### src/rtl/core/tcsb_pkg.sv
`timescale 1ns / 1ps

package tcsb_pkg;

  localparam int CHAR_W = 8;
  localparam int CMD_W  = 2;

  // command codes carried on tuser
  localparam logic [CMD_W-1:0] CMD_PUT   = 2'd0;
  localparam logic [CMD_W-1:0] CMD_READ  = 2'd1;
  localparam logic [CMD_W-1:0] CMD_CLEAR = 2'd2;

  // control bytes recognised by a put
  localparam logic [CHAR_W-1:0] CODE_BS  = 8'd8;
  localparam logic [CHAR_W-1:0] CODE_LF  = 8'd10;
  localparam logic [CHAR_W-1:0] CODE_CR  = 8'd13;
  localparam logic [CHAR_W-1:0] CODE_DEL = 8'd127;

  localparam logic [CHAR_W-1:0] CHAR_EMPTY = 8'd0;

endpackage

### src/rtl/core/tcsb_seq.sv
`timescale 1ns / 1ps

module tcsb_seq #(
  parameter int TEXT_ROWS = 14,
  parameter int TEXT_COLS = 50,
  parameter int ROW_W     = 4,
  parameter int COL_W     = 6,
  parameter int CUR_W     = 6
) (
  input  logic                       clk,
  input  logic                       rst,
  input  logic                       in_valid,
  output logic                       in_ready,
  input  logic [tcsb_pkg::CMD_W-1:0]  cmd,
  input  logic [tcsb_pkg::CHAR_W-1:0] code,
  input  logic [ROW_W-1:0]           rrow,
  input  logic [COL_W-1:0]           rcol,
  output logic                       res_valid,
  input  logic                       res_ready,
  output logic [tcsb_pkg::CHAR_W-1:0] res_cell,
  output logic [ROW_W-1:0]           res_row,
  output logic [CUR_W-1:0]           res_col,
  output logic                       ram_we,
  output logic [ROW_W+COL_W-1:0]     ram_addr,
  output logic [tcsb_pkg::CHAR_W-1:0] ram_wdata,
  input  logic [tcsb_pkg::CHAR_W-1:0] ram_rdata
);

  import tcsb_pkg::*;

  localparam logic [2:0] ST_IDLE   = 3'd0;
  localparam logic [2:0] ST_PREP   = 3'd1;
  localparam logic [2:0] ST_SWEEP  = 3'd2;
  localparam logic [2:0] ST_WRITE  = 3'd3;
  localparam logic [2:0] ST_READ   = 3'd4;
  localparam logic [2:0] ST_RWAIT  = 3'd5;
  localparam logic [2:0] ST_RESULT = 3'd6;

  localparam logic [ROW_W-1:0] LAST_ROW = ROW_W'(TEXT_ROWS - 1);
  localparam logic [COL_W-1:0] LAST_COL = COL_W'(TEXT_COLS - 1);

  logic [2:0]           state;
  logic [ROW_W-1:0]     cur_row;
  logic [CUR_W-1:0]     cur_col;
  logic [ROW_W-1:0]     base;
  logic [TEXT_ROWS-1:0] row_valid;

  logic [ROW_W-1:0]     wphys;
  logic [COL_W-1:0]     wcol;
  logic [CHAR_W-1:0]    wdata;
  logic [COL_W-1:0]     cnt;
  logic [ROW_W-1:0]     rrow_q;
  logic [COL_W-1:0]     rcol_q;
  logic                 rd_ok;
  logic                 rd_hit;
  logic [CHAR_W-1:0]    rd_char;

  logic [ROW_W-1:0]     map_row;
  logic [ROW_W:0]       map_sum;
  logic [ROW_W-1:0]     phys;
  logic [ROW_W-1:0]     base_inc;
  logic                 on_last_row;
  logic                 row_full;
  logic                 in_range;

  // logical to physical row: rows form a ring starting at base
  always_comb begin
    map_row = (state == ST_READ) ? rrow_q : cur_row;
    map_sum = {1'b0, base} + {1'b0, map_row};
    if (map_sum >= (ROW_W + 1)'(TEXT_ROWS)) begin
      phys = ROW_W'(map_sum - (ROW_W + 1)'(TEXT_ROWS));
    end else begin
      phys = map_sum[ROW_W-1:0];
    end
    base_inc    = (base == LAST_ROW) ? '0 : base + 1'b1;
    on_last_row = (cur_row == LAST_ROW);
    row_full    = (cur_col >= CUR_W'(TEXT_COLS));
    in_range    = ((ROW_W + 1)'(rrow) < (ROW_W + 1)'(TEXT_ROWS))
                  && ((COL_W + 1)'(rcol) < (COL_W + 1)'(TEXT_COLS));
  end

  assign in_ready  = (state == ST_IDLE);
  assign res_valid = (state == ST_RESULT);
  assign res_cell  = rd_char;
  assign res_row   = cur_row;
  assign res_col   = cur_col;

  always_comb begin
    ram_we    = (state == ST_SWEEP) || (state == ST_WRITE);
    ram_wdata = (state == ST_SWEEP) ? CHAR_EMPTY : wdata;
    unique case (state)
      ST_READ:  ram_addr = {phys, rcol_q};
      ST_SWEEP: ram_addr = {wphys, cnt};
      default:  ram_addr = {wphys, wcol};
    endcase
  end

  always_ff @(posedge clk) begin
    if (rst) begin
      state     <= ST_IDLE;
      cur_row   <= '0;
      cur_col   <= '0;
      base      <= '0;
      row_valid <= '0;
    end else begin
      unique case (state)
        ST_IDLE: begin
          if (in_valid) begin
            rd_char <= CHAR_EMPTY;
            unique case (cmd)
              CMD_PUT: begin
                if (code == CODE_LF || code == CODE_CR) begin
                  // line advance; on the bottom row rotate the ring and drop the old top
                  if (on_last_row) begin
                    base            <= base_inc;
                    row_valid[base] <= 1'b0;
                  end else begin
                    cur_row <= cur_row + 1'b1;
                  end
                  cur_col <= '0;
                  state   <= ST_RESULT;
                end else if (code == CODE_BS || code == CODE_DEL) begin
                  if (cur_col != '0) begin
                    cur_col <= cur_col - 1'b1;
                    wcol    <= COL_W'(cur_col - 1'b1);
                    wdata   <= CHAR_EMPTY;
                    state   <= ST_PREP;
                  end else begin
                    state <= ST_RESULT;
                  end
                end else begin
                  if (row_full) begin
                    if (on_last_row) begin
                      base            <= base_inc;
                      row_valid[base] <= 1'b0;
                    end else begin
                      cur_row <= cur_row + 1'b1;
                    end
                    wcol    <= '0;
                    cur_col <= CUR_W'(1);
                  end else begin
                    wcol    <= cur_col[COL_W-1:0];
                    cur_col <= cur_col + 1'b1;
                  end
                  wdata <= code;
                  state <= ST_PREP;
                end
              end
              CMD_READ: begin
                rrow_q <= in_range ? rrow : '0;
                rcol_q <= in_range ? rcol : '0;
                rd_ok  <= in_range;
                state  <= ST_READ;
              end
              CMD_CLEAR: begin
                row_valid <= '0;
                base      <= '0;
                cur_row   <= '0;
                cur_col   <= '0;
                state     <= ST_RESULT;
              end
              default: begin
                state <= ST_RESULT;
              end
            endcase
          end
        end
        ST_PREP: begin
          wphys <= phys;
          cnt   <= '0;
          state <= row_valid[phys] ? ST_WRITE : ST_SWEEP;
        end
        ST_SWEEP: begin
          // blank a fresh row before its first write
          if (cnt == LAST_COL) begin
            row_valid[wphys] <= 1'b1;
            state            <= ST_WRITE;
          end else begin
            cnt <= cnt + 1'b1;
          end
        end
        ST_WRITE: begin
          state <= ST_RESULT;
        end
        ST_READ: begin
          rd_hit <= rd_ok && row_valid[phys];
          state  <= ST_RWAIT;
        end
        ST_RWAIT: begin
          rd_char <= rd_hit ? ram_rdata : CHAR_EMPTY;
          state   <= ST_RESULT;
        end
        ST_RESULT: begin
          if (res_ready) begin
            state <= ST_IDLE;
          end
        end
        default: begin
          state <= ST_IDLE;
        end
      endcase
    end
  end

`ifndef NO_ASSERTIONS
  a_sweep_fresh_row: assert property (@(posedge clk) disable iff (rst)
    state == ST_SWEEP |-> !row_valid[wphys])
    else $error("sweep on a row already valid");

  a_write_valid_row: assert property (@(posedge clk) disable iff (rst)
    state == ST_WRITE |-> row_valid[wphys])
    else $error("write into a row that was not blanked");

  a_cursor_bounds: assert property (@(posedge clk) disable iff (rst)
    state == ST_RESULT |-> (cur_row <= LAST_ROW) && (cur_col <= CUR_W'(TEXT_COLS))
                           && (base <= LAST_ROW))
    else $error("cursor or ring base out of range");

  a_result_held: assert property (@(posedge clk) disable iff (rst)
    res_valid && !res_ready |=> res_valid && $stable(rd_char))
    else $error("result dropped before handover");
`endif

endmodule

### config.mk
export PLATFORM = sky130hd
export DESIGN_NAME = tcsb_seq
export DESIGN_NICKNAME = d
export VERILOG_FILES = /design/src/rtl/core/tcsb_pkg.sv /design/src/rtl/core/tcsb_seq.sv
export SDC_FILE = /design/constraint.sdc
export NUM_CORES = 1
export LEC_CHECK = 0
export BUFFER_PORTS_ARGS = -buffer_cell sky130_fd_sc_hd__buf_2
export CAP_MARGIN = 20
export CORE_UTILIZATION = 45
export CTS_BUF_LIST = sky130_fd_sc_hd__clkbuf_16
export CTS_CLUSTER_SIZE = 40
export DETAILED_ROUTE_END_ITERATION = 8
export MAX_ROUTING_LAYER = met4
export PLACE_DENSITY = 0.66
export SETUP_SLACK_MARGIN = 0.1
export SYNTH_ARGS = -nofsm -noshare
export SYNTH_HDL_FRONTEND = slang
export SYNTH_SLANG_ARGS = --single-unit
### constraint.sdc
create_clock -name clk -period 9.7 [get_ports clk]
set_input_delay 1.94 -clock clk [delete_from_list [all_inputs] [get_ports clk]]
set_output_delay 1.94 -clock clk [all_outputs]
set_load 0.005 [all_outputs]
==> results.cfg <==
[run_status]
status = complete, no violations

[detailed_routing]
vias = 3833
avgRoutedWirePerCell_um = 15.5
drc = 0
antenna_left = 0
vias_per_cell = 5.65
drt_wl_total_um = 10600
drt_first_pass_iters = 5
dr.first_iter.drc_count = 236

[placement]
port_buffers = 70
dpl.cell_count = 663
dpl.hpwl_um = 7720
place_congestion = 0.931

[cells_and_area]
area_growth_pct = 16.5
final_util_pct = 54.9
drive_above_1_share_pct = 17.5
fillCellCount = 885
multi_input_area_um2 = 2300
fin_nets = 592
final_cells = 679
antennaDiodeCount = 0
seq_area_um2 = 1940

[worst_setup_path]
arrival_ns = 4.05
cp.required_ns = 7.76
crit_family = simple AND/OR/NAND/NOR gates
cp_cell_sequence = and2_1 -> nand2_1 -> nand2_1 -> ha_1 -> inv_1 -> fa_1 -> xnor2_1 -> ha_1 -> a21oi_1 -> nor2_1 -> o32ai_1 -> mux2_2 -> nand2_1 -> nand2_1 -> buf_2
start_kind = flip-flop
slowest_stage = dfxtp_1
max_stage_delay_ns = 0.60
critPathBufInv = 2
cp_max_fo = 16
endpoint_kind = output port
worst_path_most_repeated_cell = nand2_1
path_class = reg -> out

[grt]
first_global_vias = 3518
grt_max_degree = 36
grt_pass1_wl_um = 17200
grt_use_total_pct = 22.4
antenna_found_initial = 0
gr-total-overflow = 0

[clock_network]
cts_made_buffers = 9
insertion_delay_ns = 0.33
post_cts_buffers = 0
cts_tree = yes
cts_resized = 0
root_buffer = clkbuf_16
postCtsHoldBufs = 0
clockBufferDepth = 2
cts.sinks = 75
clkTransAtPathRegs_ns = 0.06
htree_levels = 3

[timing]
finalCriticalPeriod_ns = 5.99
max_freq_mhz = 167
finClkSkew_ns = 0.00638
max_slew_margin_pct = 30.6
setup_viol = 0
hold_violations = 0
slew_viol_final = 0
holdWs_ns = 0.494
rsz0062_at_grt = false
fin_crit_sh_pct = 61.8
tns_ns = 0
worst_pin_slew_ns = 1.03

[synthesis]
synth_cells = 492
synth_seq_cells = 75
synthTopCellsByArea = edfxtp_1 30%, dfxtp_1 14%, nand2_1 4.8%
async_reset_ff_share_pct = 0
synthFlopType = edfxtp_1
yosysSeqAreaShare_pct = 44.0
synth-warning-count = 0
synth_top_cell_area_share_pct = 29.9
synth_top_cell_by_area = edfxtp_1
ys_types = 56
synth_edf_count = 44
avgSynthCellArea_um2 = 8.98
syn_nets = 539
netlist_area_um2 = 4420

[power]
ir_drop_uv = 89.5
p_clk_share_pct = 40.8
p_seq_share_pct = 41.3
p_leak_nw = 2.03
power.internal_mw = 0.670
power.density_nw_per_um2 = 177
swShare_pct = 26.6
pwr-share-comb_pct = 17.9
p_total_mw = 0.912
p_sw_mw = 0.242

[floorplanning]
die_w_um = 101
die_y_um = 101
io_pins = 71
start_util_pct = 47.1
dieArea_um2 = 10200
placementRows = 35
core_um2 = 9370

[flow_run]
drv_cap = 0

[hold_path]
min-delay-path-class = reg -> reg
[state kept, by name, indices dropped and copies added, names as in the netlist]
signal and cells:
rd_hit 1, rcol_q 6, state 3, row_valid 14, res_cell 8, res_col 6
wcol 6, cnt 6, rrow_q 4, wphys 4, wdata 8, base 4
res_row 4, rd_ok 1
[cell usage after synthesis, drive strengths merged, types with 3 or more instances]
library cell / n
xor2: 5
nand4: 4
a22oi: 10
a211oi: 13
inv: 14
and2: 25
mux2i: 11
o311ai: 4
nor2b: 15
or3: 5
nor3: 16
or4: 3
a21oi: 32
clkbuf: 22
edfxtp: 44
o211ai: 5
ha: 14
nand2b: 7
o21ai: 28
buf: 7
nand3b: 3
a21o: 4
nand2: 56
xnor2: 6
dfxtp: 31
nor2: 53
and3: 8
a31oi: 11
nand3: 12
[logic make-up after synthesis]
logic type,count (synthesis),share of synthesized area [%]
AND/OR/NAND/NOR,218,24.7
buffers and inverters,43,4.13
XOR/XNOR,11,2.18
multiplexers,14,3.51
adder cells (fa/ha/maj),15,4.42
AO/OA/AOI/OAI,116,17.1
flip-flops,75,44.0
[worst paths after layout]
path                              startpoint           end  slack, ns  cells past startpoint
worst min-delay path            row_valid[6]  row_valid[6]       0.49                      2
worst max-delay path                state[2]   ram_addr[8]       3.71                     15
worst max register to register      state[2]        rd_hit       5.63                     15
worst min register to register  row_valid[6]  row_valid[6]       0.49                      2
[cell usage in the layout, fill, tap and decap left out, drive strengths merged, types with 4 or more instances in the layout]
cell type   n
ha         14
a211oi     13
mux2i      11
nand3      12
nor3       16
o311ai      4
and2       25
nand2      56
or3         5
nor2b      15
a22oi      10
nand2b      7
xnor2       6
o21ai      28
a31oi      11
o211ai      5
buf        71
edfxtp     44
inv        14
a21oi      32
clkinv      4
clkbuf      9
nor2       53
and3        8
a21o        4
dfxtp      31
nand4       4
xor2        5
[power groups by stage]
stage / Clock, mW / Sequential (mW) / Combinational, mW
final: 0.372 / 0.377 / 0.164
after global routing: 0.390 / 0.379 / 0.183
after CTS: 0.379 / 0.376 / 0.164
after detailed placement: 0 / 0.383 / 0.163
after global placement: 0 / 0.382 / 0.160
after floorplan: 0 / 0.374 / 0.116
[per-layer routing]
| metal | vias up | wire length [um] | GRT usage [%] |
|---|---|---|---|
| li1 | 1883 | - | - |
| met1 | 1781 | 4850 | 30.3 |
| met2 | 156 | 4800 | 33.8 |
| met3 | 13 | 767 | 3.40 |
| met4 | 0 | 142 | 8.36 |
| met5 | - | 0 | - |
[per-stage QoR]
step / area [um^2] / setup WS [ns]
6_report: 5150 / 3.71
4_1_cts: 5150 / 3.76
2_1_floorplan: 4420 / 4.38
3_5_place_dp: 4820 / 4.14
5_1_grt: 5150 / 3.52
3_3_place_gp: 4820 / 4.30
[tightest hold or removal path, stage by stage, from the launching register on]
cell	delay (ns)
dfxtp_1	0.32
o21ai_0	0.07
a21oi_1	0.06
[final cells by class]
| type | instances | share of cell area, % |
|---|---|---|
| Timing Repair Buffer | 71 | 6.95 |
| Clock inverter | 7 | 2.07 |
| Inverter | 14 | 1.02 |
| Multi-Input combinational cell | 374 | 44.7 |
| Clock buffer | 9 | 4.37 |
| Sequential cell | 75 | 37.7 |
| Tap cell | 129 | 3.13 |
No activity file was read; power rests on OpenSTA's default activity.
